$ cat src/design/ssa_pkg.sv
`default_nettype none
package ssa_pkg;

   // Pool geometry
   localparam int POOL_SLOTS   = 64;
   localparam int MAX_SEGMENTS = 16;
   localparam int CHUNK_SIZE   = 8;
   localparam int NUM_CHUNKS   = POOL_SLOTS / CHUNK_SIZE;
   localparam int LANE_W       = $clog2(CHUNK_SIZE);
   localparam int CHUNK_W      = $clog2(NUM_CHUNKS);

   // Field widths
   localparam int CMD_W      = 2;
   localparam int OFFSET_W   = 48;
   localparam int SLOT_W     = 6;
   localparam int SEG_W      = 4;
   localparam int STATUS_W   = 3;
   localparam int COUNT_W    = 7;
   localparam int NSEG_W     = 5;
   localparam int SPS_W      = 7;
   localparam int PSS_W      = 5;
   localparam int CSR_IDX_W  = 2;
   localparam int CSR_DATA_W = 7;
   localparam int REQ_DATA_W = 64;
   localparam int RSP_DATA_W = 16;

   // Request word layout
   localparam int REQ_SLOT_LSB = OFFSET_W;
   localparam int REQ_SEG_LSB  = OFFSET_W + SLOT_W;

   // Response word layout
   localparam int RSP_COUNT_LSB = SLOT_W;
   localparam int RSP_FREE_BIT  = SLOT_W + COUNT_W;
   localparam int RSP_EMPTY_BIT = SLOT_W + COUNT_W + 1;

   // Preferred segment: offset >> (page shift + extra), modulo segments
   localparam int SEG_OFFSET_EXTRA_SHIFT = 6;
   localparam int DIV_BITS  = 8;
   localparam int DIV_STEPS = OFFSET_W / DIV_BITS;
   localparam int DIV_CNT_W = $clog2(DIV_STEPS);

   // Commands
   localparam logic [CMD_W-1:0] CMD_RESERVE = 2'd0;
   localparam logic [CMD_W-1:0] CMD_RELEASE = 2'd1;
   localparam logic [CMD_W-1:0] CMD_QUERY   = 2'd2;

   // Result status codes
   localparam logic [STATUS_W-1:0] ST_GRANTED  = 3'd0;
   localparam logic [STATUS_W-1:0] ST_FULL     = 3'd1;
   localparam logic [STATUS_W-1:0] ST_RELEASED = 3'd2;
   localparam logic [STATUS_W-1:0] ST_ALREADY  = 3'd3;
   localparam logic [STATUS_W-1:0] ST_IDLE     = 3'd4;
   localparam logic [STATUS_W-1:0] ST_BUSY     = 3'd5;
   localparam logic [STATUS_W-1:0] ST_BAD      = 3'd6;

   // Register indexes
   localparam logic [CSR_IDX_W-1:0] CSR_NUM_SEGMENTS = 2'd0;
   localparam logic [CSR_IDX_W-1:0] CSR_SLOTS_PER_SEG = 2'd1;
   localparam logic [CSR_IDX_W-1:0] CSR_PAGE_SHIFT    = 2'd2;

   // Controller to datapath
   typedef struct packed {
      logic load;
      logic div_step;
      logic bound;
      logic scan;
      logic pick;
      logic release_slot;
      logic flags;
      logic emit;
   } ssa_cmd_type;

   // Datapath to controller
   typedef struct packed {
      logic [CMD_W-1:0] cmd;
      logic             cfg_ok;
      logic             seg_ok;
      logic             div_last;
      logic             out_free;
   } ssa_stat_type;

   // Lowest set bit of an 8-bit group
   function automatic logic [LANE_W-1:0] first_set(input logic [CHUNK_SIZE-1:0] v);
      logic [LANE_W-1:0] pos;
      pos = '0;
      for (int i = CHUNK_SIZE - 1; i >= 0; i--) begin
         if (v[i]) begin
            pos = LANE_W'(i);
         end
      end
      return pos;
   endfunction

endpackage
`default_nettype wire

$ cat src/design/segmented_slot_allocator.sv
// Slot allocator over a 64-slot pool split into equal segments. A reserve word
// picks a preferred segment from the file offset, (offset >> (page shift + 6))
// mod segments, and grants the first free slot at or after that segment's first
// slot, wrapping around the active pool; a release word frees one slot and a
// query word reports whether a segment has any slot reserved. Every result
// carries the reserved count and the free-slot and empty flags. One word is in
// work at a time: a reserve goes through the modulo unit, which folds eight offset
// bits per cycle, and then, like a query, through the bound, scan, pick and flag
// stages; a release goes through the release and flag stages, and a word with a
// bad command or configuration straight to the flag stage. The next word is
// accepted in the cycle after the result is loaded into the output register.
// Reserved bits are flip-flops cleared by reset, so no clearing pass is needed.
`default_nettype none
module segmented_slot_allocator (
   input  wire logic                           clock,
   input  wire logic                           reset,
   // configuration
   input  wire logic                           csr_we,
   input  wire logic [ssa_pkg::CSR_IDX_W-1:0]  csr_index,
   input  wire logic [ssa_pkg::CSR_DATA_W-1:0] csr_wdata,
   // request channel
   input  wire logic                           req_tvalid,
   output logic                                req_tready,
   input  wire logic [ssa_pkg::CMD_W-1:0]      req_tuser,  // cmd
   input  wire logic [ssa_pkg::REQ_DATA_W-1:0] req_tdata,  // file_offset, slot_index,
                                                           // segment_index, zero pad
   // response channel
   output logic                                rsp_tvalid,
   input  wire logic                           rsp_tready,
   output logic [ssa_pkg::STATUS_W-1:0]        rsp_tuser,  // status
   output logic [ssa_pkg::RSP_DATA_W-1:0]      rsp_tdata   // granted_slot, reserved_count,
                                                           // has_free, is_empty, zero pad
);
   import ssa_pkg::*;

   ssa_cmd_type  ctl;
   ssa_stat_type stat;

   ssa_ctrl u_ctrl (
      .clock      (clock),
      .reset      (reset),
      .req_tvalid (req_tvalid),
      .req_tready (req_tready),
      .stat       (stat),
      .ctl        (ctl)
   );

   ssa_datapath u_datapath (
      .clock      (clock),
      .reset      (reset),
      .csr_we     (csr_we),
      .csr_index  (csr_index),
      .csr_wdata  (csr_wdata),
      .req_tuser  (req_tuser),
      .req_tdata  (req_tdata),
      .rsp_tvalid (rsp_tvalid),
      .rsp_tready (rsp_tready),
      .rsp_tuser  (rsp_tuser),
      .rsp_tdata  (rsp_tdata),
      .ctl        (ctl),
      .stat       (stat)
   );

   // Never overwrite a result that is still waiting
   assert property (@(posedge clock) disable iff (reset)
      ctl.emit |-> !(rsp_tvalid && !rsp_tready))
      else $error("result loaded over a waiting word");

   // A grant leaves at least one slot reserved
   assert property (@(posedge clock) disable iff (reset)
      (rsp_tvalid && (rsp_tuser == ST_GRANTED)) |-> !rsp_tdata[RSP_EMPTY_BIT])
      else $error("grant reported with empty pool");

   // A full answer means no free slot in the active pool
   assert property (@(posedge clock) disable iff (reset)
      (rsp_tvalid && (rsp_tuser == ST_FULL)) |-> !rsp_tdata[RSP_FREE_BIT])
      else $error("full reported while a slot is free");

endmodule
`default_nettype wire

$ cat src/design/ssa_ctrl.sv
`default_nettype none
module ssa_ctrl (
   input  wire logic                 clock,
   input  wire logic                 reset,
   input  wire logic                 req_tvalid,
   output logic                      req_tready,
   input  wire ssa_pkg::ssa_stat_type stat,
   output ssa_pkg::ssa_cmd_type      ctl
);
   import ssa_pkg::*;

   localparam logic [3:0] S_IDLE   = 4'd0;
   localparam logic [3:0] S_DECODE = 4'd1;
   localparam logic [3:0] S_DIV    = 4'd2;
   localparam logic [3:0] S_BOUND  = 4'd3;
   localparam logic [3:0] S_SCAN   = 4'd4;
   localparam logic [3:0] S_PICK   = 4'd5;
   localparam logic [3:0] S_REL    = 4'd6;
   localparam logic [3:0] S_FLAGS  = 4'd7;
   localparam logic [3:0] S_EMIT   = 4'd8;

   logic [3:0] state_ff;
   logic [3:0] state_in;

   assign req_tready = (state_ff == S_IDLE);

   // Sequence one word through the datapath
   always_comb begin
      ctl      = '0;
      state_in = state_ff;
      case (state_ff)
         S_IDLE: begin
            if (req_tvalid) begin
               ctl.load = 1'b1;
               state_in = S_DECODE;
            end
         end
         S_DECODE: begin
            if (!stat.cfg_ok) begin
               state_in = S_FLAGS;
            end else begin
               case (stat.cmd)
                  CMD_RESERVE: state_in = S_DIV;
                  CMD_RELEASE: state_in = S_REL;
                  CMD_QUERY:   state_in = stat.seg_ok ? S_BOUND : S_FLAGS;
                  default:     state_in = S_FLAGS;
               endcase
            end
         end
         S_DIV: begin
            ctl.div_step = 1'b1;
            if (stat.div_last) begin
               state_in = S_BOUND;
            end
         end
         S_BOUND: begin
            ctl.bound = 1'b1;
            state_in  = S_SCAN;
         end
         S_SCAN: begin
            ctl.scan = 1'b1;
            state_in = S_PICK;
         end
         S_PICK: begin
            ctl.pick = 1'b1;
            state_in = S_FLAGS;
         end
         S_REL: begin
            ctl.release_slot = 1'b1;
            state_in         = S_FLAGS;
         end
         S_FLAGS: begin
            ctl.flags = 1'b1;
            state_in  = S_EMIT;
         end
         S_EMIT: begin
            // hold until the output register is free
            if (stat.out_free) begin
               ctl.emit = 1'b1;
               state_in = S_IDLE;
            end
         end
         default: state_in = S_IDLE;
      endcase
   end

   always_ff @(posedge clock) begin
      if (reset) begin
         state_ff <= S_IDLE;
      end else begin
         state_ff <= state_in;
      end
   end

endmodule
`default_nettype wire

$ cat src/design/ssa_datapath.sv
`default_nettype none
module ssa_datapath (
   input  wire logic                              clock,
   input  wire logic                              reset,
   input  wire logic                              csr_we,
   input  wire logic [ssa_pkg::CSR_IDX_W-1:0]     csr_index,
   input  wire logic [ssa_pkg::CSR_DATA_W-1:0]    csr_wdata,
   input  wire logic [ssa_pkg::CMD_W-1:0]         req_tuser,
   input  wire logic [ssa_pkg::REQ_DATA_W-1:0]    req_tdata,
   output logic                                   rsp_tvalid,
   input  wire logic                              rsp_tready,
   output logic [ssa_pkg::STATUS_W-1:0]           rsp_tuser,
   output logic [ssa_pkg::RSP_DATA_W-1:0]         rsp_tdata,
   input  wire ssa_pkg::ssa_cmd_type              ctl,
   output ssa_pkg::ssa_stat_type                  stat
);
   import ssa_pkg::*;

   // Configuration registers
   logic [NSEG_W-1:0] num_seg_ff;
   logic [SPS_W-1:0]  sps_ff;
   logic [PSS_W-1:0]  pss_ff;

   always_ff @(posedge clock) begin
      if (reset) begin
         num_seg_ff <= NSEG_W'(1);
         sps_ff     <= SPS_W'(64);
         pss_ff     <= PSS_W'(14);
      end else if (csr_we) begin
         case (csr_index)
            CSR_NUM_SEGMENTS:  num_seg_ff <= csr_wdata[NSEG_W-1:0];
            CSR_SLOTS_PER_SEG: sps_ff     <= csr_wdata[SPS_W-1:0];
            CSR_PAGE_SHIFT:    pss_ff     <= csr_wdata[PSS_W-1:0];
            default: ;
         endcase
      end
   end

   // Active pool size, zero when the configuration is unusable
   logic [NSEG_W+SPS_W-1:0] pool_prod;
   logic                    cfg_ok;
   logic [COUNT_W-1:0]      active_n;

   assign pool_prod = {{SPS_W{1'b0}}, num_seg_ff} * {{NSEG_W{1'b0}}, sps_ff};
   assign cfg_ok    = (num_seg_ff != '0) && (num_seg_ff <= NSEG_W'(MAX_SEGMENTS))
                   && (sps_ff != '0) && (pool_prod <= (NSEG_W+SPS_W)'(POOL_SLOTS));
   assign active_n  = cfg_ok ? pool_prod[COUNT_W-1:0] : '0;

   // Item registers
   logic [CMD_W-1:0]     cmd_ff;
   logic [SLOT_W-1:0]    sidx_ff;
   logic [SEG_W-1:0]     seg_ff;
   logic [OFFSET_W-1:0]  quot_ff;
   logic [OFFSET_W-1:0]  quot_in;
   logic [SEG_W-1:0]     rem_ff;
   logic [SEG_W-1:0]     rem_in;
   logic [DIV_CNT_W-1:0] div_cnt_ff;
   logic [PSS_W:0]       shift_amt;

   assign shift_amt = {1'b0, pss_ff} + (PSS_W+1)'(SEG_OFFSET_EXTRA_SHIFT);

   // Modulo unit: fold eight quotient bits into the remainder per step
   always_comb begin
      logic [SEG_W:0] r;
      r = {1'b0, rem_ff};
      for (int j = 0; j < DIV_BITS; j++) begin
         r = {r[SEG_W-1:0], quot_ff[OFFSET_W-1-j]};
         if (r >= num_seg_ff) begin
            r = r - num_seg_ff;
         end
      end
      rem_in  = r[SEG_W-1:0];
      quot_in = quot_ff << DIV_BITS;
   end

   always_ff @(posedge clock) begin
      if (ctl.load) begin
         cmd_ff     <= req_tuser;
         sidx_ff    <= req_tdata[REQ_SLOT_LSB +: SLOT_W];
         seg_ff     <= req_tdata[REQ_SEG_LSB +: SEG_W];
         quot_ff    <= req_tdata[OFFSET_W-1:0] >> shift_amt;
         rem_ff     <= '0;
         div_cnt_ff <= '0;
      end else if (ctl.div_step) begin
         quot_ff    <= quot_in;
         rem_ff     <= rem_in;
         div_cnt_ff <= div_cnt_ff + DIV_CNT_W'(1);
      end
   end

   // Search window bounds: [lo, hi) first, then [0, lo)
   logic [SEG_W+SPS_W-1:0] base_prod;
   logic [COUNT_W:0]       seg_end;
   logic [COUNT_W-1:0]     lo_ff;
   logic [COUNT_W-1:0]     hi_ff;

   assign base_prod = {{SPS_W{1'b0}}, (cmd_ff == CMD_QUERY) ? seg_ff : rem_ff}
                    * {{SEG_W{1'b0}}, sps_ff};
   assign seg_end   = {1'b0, base_prod[COUNT_W-1:0]} + {1'b0, sps_ff};

   always_ff @(posedge clock) begin
      if (ctl.bound) begin
         lo_ff <= base_prod[COUNT_W-1:0];
         hi_ff <= (cmd_ff == CMD_QUERY) ? seg_end[COUNT_W-1:0] : active_n;
      end
   end

   // Slot state
   logic [POOL_SLOTS-1:0] reserved_ff;
   logic [POOL_SLOTS-1:0] reserved_in;
   logic [COUNT_W-1:0]    count_ff;
   logic [COUNT_W-1:0]    count_in;
   logic [STATUS_W-1:0]   status_ff;
   logic [STATUS_W-1:0]   status_in;
   logic [SLOT_W-1:0]     granted_ff;
   logic [SLOT_W-1:0]     granted_in;

   // Scan stage: mask the target bits by window, reduce per chunk
   logic [POOL_SLOTS-1:0] target;
   logic [POOL_SLOTS-1:0] vec_a;
   logic [POOL_SLOTS-1:0] vec_b;
   logic [NUM_CHUNKS-1:0] hit_a;
   logic [NUM_CHUNKS-1:0] hit_b;
   logic [NUM_CHUNKS-1:0] free_chunk;
   logic [POOL_SLOTS-1:0] vec_a_ff;
   logic [POOL_SLOTS-1:0] vec_b_ff;
   logic [NUM_CHUNKS-1:0] hit_a_ff;
   logic [NUM_CHUNKS-1:0] hit_b_ff;
   logic [NUM_CHUNKS-1:0] free_chunk_ff;

   assign target = (cmd_ff == CMD_QUERY) ? reserved_ff : ~reserved_ff;

   always_comb begin
      logic [POOL_SLOTS-1:0] in_pool;
      for (int i = 0; i < POOL_SLOTS; i++) begin
         vec_a[i]   = target[i] && (COUNT_W'(i) >= lo_ff) && (COUNT_W'(i) < hi_ff);
         vec_b[i]   = target[i] && (COUNT_W'(i) < lo_ff);
         in_pool[i] = !reserved_ff[i] && (COUNT_W'(i) < active_n);
      end
      for (int c = 0; c < NUM_CHUNKS; c++) begin
         hit_a[c]      = |vec_a[c*CHUNK_SIZE +: CHUNK_SIZE];
         hit_b[c]      = |vec_b[c*CHUNK_SIZE +: CHUNK_SIZE];
         free_chunk[c] = |in_pool[c*CHUNK_SIZE +: CHUNK_SIZE];
      end
   end

   always_ff @(posedge clock) begin
      if (ctl.scan) begin
         vec_a_ff <= vec_a;
         vec_b_ff <= vec_b;
         hit_a_ff <= hit_a;
         hit_b_ff <= hit_b;
      end
      if (ctl.flags) begin
         free_chunk_ff <= free_chunk;
      end
   end

   // Pick stage: first chunk with a hit, then first slot inside it
   logic                  use_a;
   logic                  found;
   logic [CHUNK_W-1:0]    sel_chunk;
   logic [CHUNK_SIZE-1:0] sel_bits;
   logic [SLOT_W-1:0]     pick_idx;

   assign use_a     = |hit_a_ff;
   assign found     = use_a || (|hit_b_ff);
   assign sel_chunk = use_a ? first_set(hit_a_ff) : first_set(hit_b_ff);
   assign sel_bits  = use_a ? vec_a_ff[sel_chunk*CHUNK_SIZE +: CHUNK_SIZE]
                            : vec_b_ff[sel_chunk*CHUNK_SIZE +: CHUNK_SIZE];
   assign pick_idx  = {sel_chunk, first_set(sel_bits)};

   // Update slot state and result
   always_comb begin
      reserved_in = reserved_ff;
      count_in    = count_ff;
      status_in   = status_ff;
      granted_in  = granted_ff;
      if (ctl.load) begin
         status_in  = ST_BAD;
         granted_in = '0;
      end else if (ctl.pick) begin
         if (cmd_ff == CMD_QUERY) begin
            status_in = use_a ? ST_BUSY : ST_IDLE;
         end else if (found) begin
            reserved_in[pick_idx] = 1'b1;
            count_in              = count_ff + COUNT_W'(1);
            granted_in            = pick_idx;
            status_in             = ST_GRANTED;
         end else begin
            status_in = ST_FULL;
         end
      end else if (ctl.release_slot) begin
         if ({1'b0, sidx_ff} < active_n) begin
            if (reserved_ff[sidx_ff]) begin
               reserved_in[sidx_ff] = 1'b0;
               if (count_ff != '0) begin
                  count_in = count_ff - COUNT_W'(1);
               end
               status_in = ST_RELEASED;
            end else begin
               status_in = ST_ALREADY;
            end
         end
      end
   end

   always_ff @(posedge clock) begin
      if (reset) begin
         reserved_ff <= '0;
         count_ff    <= '0;
      end else begin
         reserved_ff <= reserved_in;
         count_ff    <= count_in;
      end
   end

   always_ff @(posedge clock) begin
      status_ff  <= status_in;
      granted_ff <= granted_in;
   end

   // Output register
   logic                  rsp_valid_ff;
   logic [STATUS_W-1:0]   rsp_user_ff;
   logic [RSP_DATA_W-1:0] rsp_data_ff;

   always_ff @(posedge clock) begin
      if (reset) begin
         rsp_valid_ff <= 1'b0;
      end else if (ctl.emit) begin
         rsp_valid_ff <= 1'b1;
      end else if (rsp_tready) begin
         rsp_valid_ff <= 1'b0;
      end
   end

   always_ff @(posedge clock) begin
      if (ctl.emit) begin
         rsp_user_ff <= status_ff;
         rsp_data_ff <= {1'b0, (count_ff == '0), (|free_chunk_ff), count_ff, granted_ff};
      end
   end

   assign rsp_tvalid = rsp_valid_ff;
   assign rsp_tuser  = rsp_user_ff;
   assign rsp_tdata  = rsp_data_ff;

   // Status back to the controller
   assign stat.cmd      = cmd_ff;
   assign stat.cfg_ok   = cfg_ok;
   assign stat.seg_ok   = ({1'b0, seg_ff} < num_seg_ff);
   assign stat.div_last = (div_cnt_ff == DIV_CNT_W'(DIV_STEPS - 1));
   assign stat.out_free = !rsp_valid_ff || rsp_tready;

endmodule
`default_nettype wire
$ cat config.mk
export PLATFORM = sky130hd
export DESIGN_NAME = segmented_slot_allocator
export DESIGN_NICKNAME = d
export VERILOG_FILES = /design/src/design/ssa_pkg.sv /design/src/design/segmented_slot_allocator.sv /design/src/design/ssa_ctrl.sv /design/src/design/ssa_datapath.sv
export SDC_FILE = /design/constraint.sdc
export NUM_CORES = 1
export LEC_CHECK = 0
export BUFFER_PORTS_ARGS = -buffer_cell sky130_fd_sc_hd__buf_2
export CAP_MARGIN = 20
export CORE_MARGIN = 1.5
export CORE_UTILIZATION = 40
export DETAILED_ROUTE_END_ITERATION = 8
export GPL_ROUTABILITY_DRIVEN = 0
export REMOVE_ABC_BUFFERS = 1
export SLEW_MARGIN = 20
export SYNTH_ARGS = -nofsm -noshare
export SYNTH_HDL_FRONTEND = slang
export SYNTH_HIERARCHICAL = 1
export SYNTH_SLANG_ARGS = --single-unit
$ cat constraint.sdc
create_clock -name clock -period 13.55 [get_ports clock]
set_input_delay 4.065 -clock clock [delete_from_list [all_inputs] [get_ports clock]]
set_output_delay 4.065 -clock clock [all_outputs]
set_load 0.02 [all_outputs]
### Yosys cells after proc, flatten, opt, wreduce, memory -nomap -nowiden

Cells that the tools add are included.

| operators by class | value |
|---|---|
| shift-type cells | 3 |
| reductions and logical operators | 377 |
| multiplexer cells | 85 |
| bitwise logic cells | 6 |
| add/sub/neg operators | 13 |
| $lt $le $gt $ge | 272 |
| multiply operators | 2 |
| equality and inequality tests | 18 |

Operators by type and width:

| operator | count |
|---|---|
| $lt A6 B7 Y1 const A | 96 |
| $mux W64 | 7 |
| $lt A5 B7 Y1 const A | 48 |
| $logic_and A1 B1 Y1 | 261 |
| $ge A6 B7 Y1 const A | 32 |
| $reduce_or A8 Y1 | 27 |
| $lt A4 B7 Y1 const A | 24 |
| $not A64 Y64 | 2 |
| $shiftx A64 B7 Y8 | 2 |
| $ge A5 B7 Y1 const A | 16 |
| $mux W48 | 2 |
| $mux W3 | 30 |
| $lt A3 B7 Y1 const A | 12 |
| $logic_not A1 Y1 | 65 |
| $and A64 B64 Y64 | 1 |
| $or A64 B64 Y64 | 1 |
| $mux W7 | 9 |
| $ge A4 B7 Y1 const A | 8 |
| $mux W4 | 13 |
| $shr A48 B6 Y48 | 1 |
| $lt A1 B7 Y1 const A | 6 |
| $lt A2 B7 Y1 const A | 6 |
| $ge A5 B5 Y1 | 8 |
| $pmux W4 S8 | 1 |
| 44 further kinds | 98 |

| word-level totals | value |
|---|---|
| logic and storage cells | 800 |
| output and inout port bits | 21 |
| register bits | 353 |
| input bits | 80 |

### Longest topological paths before layout

| depth | value |
|---|---|
| depth after elaboration | 27 |
| depth in mapped cells | 74 |
| depth with buffers taken out | 74 |

### By module

Netlist, hierarchy kept.

By module, submodules not included:

| module | instances | cells each | seq. area each (um^2) | area each (um^2) |
|---|---|---|---|---|
| ssa_datapath | 1 | 2446 | 9429.0 | 23418.7 |
| ssa_ctrl | 1 | 36 | 80.1 | 322.8 |

### Worst setup path after synthesis

OpenSTA, ideal clock, no wires.

| timing path | value |
|---|---|
| path type | register -> register |
| start | register u_datapath.num_seg_ff[1] |
| end | register u_datapath.rem_ff[1] |
| buffers on the path | 0 |
| arrival time | 13.086 ns |
| stages on the path, launching flop included | 72 |
| library setup time | 0.128 ns |
| slack | 0.337 ns |
| data required time | 13.422 ns |
| period minus slack after synthesis | 13.213 ns |
| cells stage by stage | dfxtp_1 > inv_1 > ha_1 > a21o_1 > a21o_1 > a31o_2 > a21o_1 > a21o_1 > o21ai_0 > inv_1 > ha_1 > nor2b_1 > o21ai_0 > nand2b_1 > a31o_2 > a21o_1 > a21o_1 > mux2_2 > [36 not listed] > inv_1 > ha_1 > nor2b_1 > o21ai_0 > nand2b_1 > a31o_2 > a21o_1 > a21o_1 > mux2i_1 > ha_1 > o21ai_0 > a21boi_0 > o21ai_0 > nand2b_1 > a21o_1 > mux2_2 > mux2i_1 > nor2_1 |

| on the way | value |
|---|---|
| longest elaborated chain between the ends | 16 |
| elaborated cells between the ends (all ways) | 24 |
| those cells by class | add/sub (8); order compare (8); mux (8) |

Ends and longest elaborated chain:

| what | line | RTL |
|---|---|---|
| start: declaration | ssa_datapath.sv:20 | `logic [NSEG_W-1:0] num_seg_ff;` |
| start signal: assignment | ssa_datapath.sv:31 | `CSR_NUM_SEGMENTS: num_seg_ff <= csr_wdata[NSEG_W-1:0];` |
| $sub A4 B4 Y4 or $ge A5 B5 Y1 (tied branches) | ssa_datapath.sv:69, ssa_datapath.sv:68 |  |
| $mux W4 | ssa_datapath.sv:68 | `if (r >= num_seg_ff) begin` |
| $sub A4 B4 Y4 or $ge A5 B5 Y1 (tied branches) | ssa_datapath.sv:69, ssa_datapath.sv:68 |  |
| $mux W4 | ssa_datapath.sv:68 |  |
| $sub A4 B4 Y4 or $ge A5 B5 Y1 (tied branches) | ssa_datapath.sv:69, ssa_datapath.sv:68 |  |
| $mux W4 | ssa_datapath.sv:68 |  |
| $ge A5 B5 Y1 or $sub A4 B4 Y4 (tied branches) | ssa_datapath.sv:68, ssa_datapath.sv:69 |  |
| $mux W4 | ssa_datapath.sv:68 |  |
| $sub A4 B4 Y4 or $ge A5 B5 Y1 (tied branches) | ssa_datapath.sv:69, ssa_datapath.sv:68 |  |
| $mux W4 | ssa_datapath.sv:68 |  |
| $sub A4 B4 Y4 or $ge A5 B5 Y1 (tied branches) | ssa_datapath.sv:69, ssa_datapath.sv:68 |  |
| $mux W4 | ssa_datapath.sv:68 |  |
| $ge A5 B5 Y1 or $sub A4 B4 Y4 (tied branches) | ssa_datapath.sv:68, ssa_datapath.sv:69 |  |
| $mux W4 | ssa_datapath.sv:68 |  |
| $sub A4 B4 Y4 or $ge A5 B5 Y1 (tied branches) | ssa_datapath.sv:69, ssa_datapath.sv:68 |  |
| $mux W4 (*) | ssa_datapath.sv:68 |  |
| end signal: assignment | ssa_datapath.sv:86 | `rem_ff <= rem_in;` |
| end: declaration | ssa_datapath.sv:55 | `logic [SEG_W-1:0] rem_ff;` |

Every way passes the cells marked *; elsewhere a longest branch is shown, timed or not.
A chain may end at the register's enable or synchronous reset.

### Worst setup path in the final report

| timing path | value |
|---|---|
| start | register u_datapath.quot_ff[47] |
| end | register u_datapath.rem_ff[1] |

| on the way | value |
|---|---|
| longest elaborated chain between the ends | 16 |
| elaborated cells between the ends (all ways) | 24 |
| those cells by class | add/sub (8); order compare (8); mux (8) |

Ends and longest elaborated chain:

| what | line | RTL |
|---|---|---|
| start: declaration | ssa_datapath.sv:53 | `logic [OFFSET_W-1:0] quot_ff;` |
| start signal: assignment | ssa_datapath.sv:81 | `quot_ff <= req_tdata[OFFSET_W-1:0] >> shift_amt;` |
| start signal: assignment | ssa_datapath.sv:85 | `quot_ff <= quot_in;` |
| $sub A4 B4 Y4 or $ge A5 B5 Y1 (tied branches) | ssa_datapath.sv:69, ssa_datapath.sv:68 |  |
| $mux W4 (*) | ssa_datapath.sv:68 |  |
| $sub A4 B4 Y4 or $ge A5 B5 Y1 (tied branches) | ssa_datapath.sv:69, ssa_datapath.sv:68 |  |
| $mux W4 (*) | ssa_datapath.sv:68 |  |
| $sub A4 B4 Y4 or $ge A5 B5 Y1 (tied branches) | ssa_datapath.sv:69, ssa_datapath.sv:68 |  |
| $mux W4 (*) | ssa_datapath.sv:68 |  |
| $sub A4 B4 Y4 or $ge A5 B5 Y1 (tied branches) | ssa_datapath.sv:69, ssa_datapath.sv:68 |  |
| $mux W4 (*) | ssa_datapath.sv:68 |  |
| $ge A5 B5 Y1 or $sub A4 B4 Y4 (tied branches) | ssa_datapath.sv:68, ssa_datapath.sv:69 |  |
| $mux W4 (*) | ssa_datapath.sv:68 |  |
| $sub A4 B4 Y4 or $ge A5 B5 Y1 (tied branches) | ssa_datapath.sv:69, ssa_datapath.sv:68 |  |
| $mux W4 (*) | ssa_datapath.sv:68 |  |
| $ge A5 B5 Y1 or $sub A4 B4 Y4 (tied branches) | ssa_datapath.sv:68, ssa_datapath.sv:69 |  |
| $mux W4 (*) | ssa_datapath.sv:68 |  |
| $sub A4 B4 Y4 or $ge A5 B5 Y1 (tied branches) | ssa_datapath.sv:69, ssa_datapath.sv:68 |  |
| $mux W4 (*) | ssa_datapath.sv:68 |  |

Marks and branches as above.

==> impl_metrics.env <==
export IMPL_vias=20500
export IMPL_yosysWarnings=6
export IMPL_hp_class="reg2reg"
export IMPL_path_max_fanout=7
export IMPL_reg2reg_slack_ps=590
export IMPL_overflow=0
export IMPL_outcome="finished, final reports clean"
export IMPL_cts_sinks=353
export IMPL_synth_avg_cell_area_um2=9.57
export IMPL_ys_types=94
export IMPL_worstSetupEndpointType="flip-flop"
export IMPL_worst_slew_pin_slew_ps=1160
export IMPL_setup_viol=0
export IMPL_worst_path_most_repeated_cell="a21o_1"
export IMPL_drtIter0Drc=2091
export IMPL_drive_gt1_share_pct=13.7
export IMPL_max_slew_margin_pct=22.5
export IMPL_critPathLaunch="u_datapath/quot_ff[47]"
export IMPL_ys_seq_area_share_pct=40.1
export IMPL_grt_total_usage_pct=25.3
export IMPL_drv_slew=0
export IMPL_drt_pass1_iterations=8
export IMPL_cts_buffers=39
export IMPL_drc=0
export IMPL_die_h_um=247
export IMPL_r2r_start="u_datapath/quot_ff[47]"
export IMPL_layout_min_cycle_time_ps=12960
export IMPL_vias_per_cell=6.17
export IMPL_clkSlewWorstSetupHoldPaths_ps=60
export IMPL_cts_tree="done"
export IMPL_critPathRequiredTime_ps=13980
export IMPL_start_kind="flip-flop"
export IMPL_synthCells=2482
export IMPL_chipWidth_um=247
export IMPL_dp_final_hpwl_mm=58.6
export IMPL_grt_pass1_vias=19700
export IMPL_ys_flop_type="edfxtp_1"
export IMPL_whs_ps=434
export IMPL_regToRegEndpoint="u_datapath/rem_ff[1]"
export IMPL_cp_arrival_ps=13390
export IMPL_min_period_over_period_pct=95.7
export IMPL_final_cell_mix="edfxtp_1 (244), nand2_1 (235), nor2_1 (207)"
export IMPL_cts_hold_buf=0
export IMPL_synth_edff_count=244
export IMPL_ioPinCount=101
export IMPL_grt_antenna_before_repair=0
export IMPL_finalClockSkew_ps=25.5
export IMPL_grt_max_degree=87
export IMPL_syn_to_final_growth_pct=10.8
export IMPL_final_antenna_net_count=0
export IMPL_worstSetupPathType="reg2reg"
export IMPL_coreArea_mm2=0.0588
export IMPL_finalHoldViolCount=0
export IMPL_worstSkewPairLatency_ps=590
export IMPL_cts_htree_levels=2
export IMPL_drv_cap=0
export IMPL_dieArea_mm2=0.0608
export IMPL_netlist_area_mm2=0.0237
export IMPL_routedWlPerCell_um=23.4
export IMPL_critical_path_max_stage_delay_ps=430
export IMPL_synthArstFlopShare_pct=0
export IMPL_io_buffers=87
export IMPL_start_util_pct=40.4
export IMPL_worstSetupEndpoint="u_datapath/rem_ff[1]"
export IMPL_layout_commonest_cell="edfxtp_1"
export IMPL_cts_root_buffer="clkbuf_16"
export IMPL_grt_pass1_wl_mm=118
export IMPL_diodes=0
export IMPL_synth_seq_cells=353
export IMPL_std_cell_rows=89
export IMPL_wl_mm=77.7
export IMPL_max_freq_mhz=77.1
export IMPL_rr_worst_depth=72
export IMPL_fillCellCount=5656
export IMPL_slowest_stage="edfxtp_1"
export IMPL_nets=2718
export IMPL_cts_buffer_depth=3
-- how the worst min path moves through the flow --
stage / start / endpoint / cells past startpoint / slack, ps
after floorplan: u_datapath/status_ff[1] / u_datapath/rsp_tuser[1] / 0 / 400
after global placement: u_datapath/status_ff[1] / u_datapath/rsp_tuser[1] / 0 / 420
after detailed placement: u_datapath/granted_ff[3] / u_datapath/rsp_tdata[3] / 0 / 420
after CTS: u_datapath/granted_ff[3] / u_datapath/rsp_tdata[3] / 0 / 430
after global routing: u_datapath/status_ff[1] / u_datapath/rsp_tuser[1] / 0 / 450
final: u_datapath/granted_ff[3] / u_datapath/rsp_tdata[3] / 0 / 430
-- cell usage after synthesis (53+ instances only) --
master | count | area share, %
a21oi_1 | 172 | 3.6
and2_1 | 57 | 1.5
clkbuf_1 | 104 | 1.6
dfxtp_1 | 109 | 9.2
edfxtp_1 | 244 | 31
ha_1 | 87 | 4.6
inv_1 | 90 | 1.4
mux2i_1 | 75 | 3.2
nand2_1 | 235 | 3.7
nand3_1 | 69 | 1.5
nor2_1 | 209 | 3.3
nor2b_1 | 53 | 1.4
nor3_1 | 54 | 1.1
o211ai_1 | 69 | 2.2
o21ai_0 | 165 | 3.5
xnor2_1 | 93 | 3.4
-- registers in the layout (all words and copies together) (netlist names), 6 cells and up --
register                  count
u_datapath/count_ff           7
u_datapath/free_chunk_ff      8
u_datapath/granted_ff         6
u_datapath/hi_ff              7
u_datapath/hit_a_ff           8
u_datapath/hit_b_ff           8
u_datapath/lo_ff              7
u_datapath/quot_ff           48
u_datapath/reserved_ff       64
u_datapath/rsp_tdata         15
u_datapath/sidx_ff            6
u_datapath/sps_ff             7
u_datapath/vec_a_ff          64
u_datapath/vec_b_ff          64
-- logic make-up (layout without fill, tap and decap cells) --
family	count (synthesis)	count (layout)	share of synthesized area, %
buf+inv	229	294	3.87
other cells	1	1	0.0158
mux	165	165	9.39
xor+xnor	112	112	4.13
fa+ha+maj	119	119	7.28
flops	353	353	40.1
simple gates	844	844	17.5
compound gates	659	659	17.8
-- layer usage --
| layer | wire length (µm) | up-vias | part of all wire (%) | GRT usage (%) |
|---|---|---|---|---|
| li1 | - | 9276 | - | - |
| met1 | 31400 | 9892 | 40 | 32.6 |
| met2 | 36100 | 1102 | 46 | 41.4 |
| met3 | 6860 | 217 | 8.8 | 4.92 |
| met4 | 3380 | 0 | 4.3 | 10.7 |
| met5 | 0 | - | 0 | 0 |
-- what timing repair did --
action                                  4_1_cts  5_1_grt
setup buffers                                 0       10
gates resized for setup                       3       21
pin swaps                                     0        7
endpoints found under the setup margin        2        4
cloned                                        0        0
-- cell type report --
cell class                 count  area (µm²)  share of cell area [%]
clock buffer                  55        1120                    4.25
multi-input combinational   1900       13400                    51.1
timing repair buffer         131         769                    2.92
tap                          773         967                    3.68
clock inverter                14         138                   0.523
inverter                      94         354                    1.35
sequential                   353        9520                    36.2
-- metrics by stage --
stage	instances	cell area [µm²]	setup slack [ps]	setup TNS, ps	util [%]
after global routing	3320	26300	-36.9	-54.3	44.7
after detailed placement	3241	24900	-73.5	-73.5	42.3
after CTS	3310	26100	27.5	0	44.4
after floorplan	2347	23200	255	0	-
after global placement	3241	24900	458	0	42.3
final	3320	26300	585	0	44.7
-- worst max-delay path, delay by kind of cell (launching register included) --
family,cells,cell delay (ps)
AND/OR/NAND/NOR,14,1520
adder cells (fa/ha/maj),8,1880
flip-flops,1,430
buffers and inverters,8,530
AO/OA/AOI/OAI,34,6090
multiplexers,8,2370
Power is left out: the tool's default activity adds up to more than one toggle a clock period on the data nets, which glitch-free logic cannot reach.
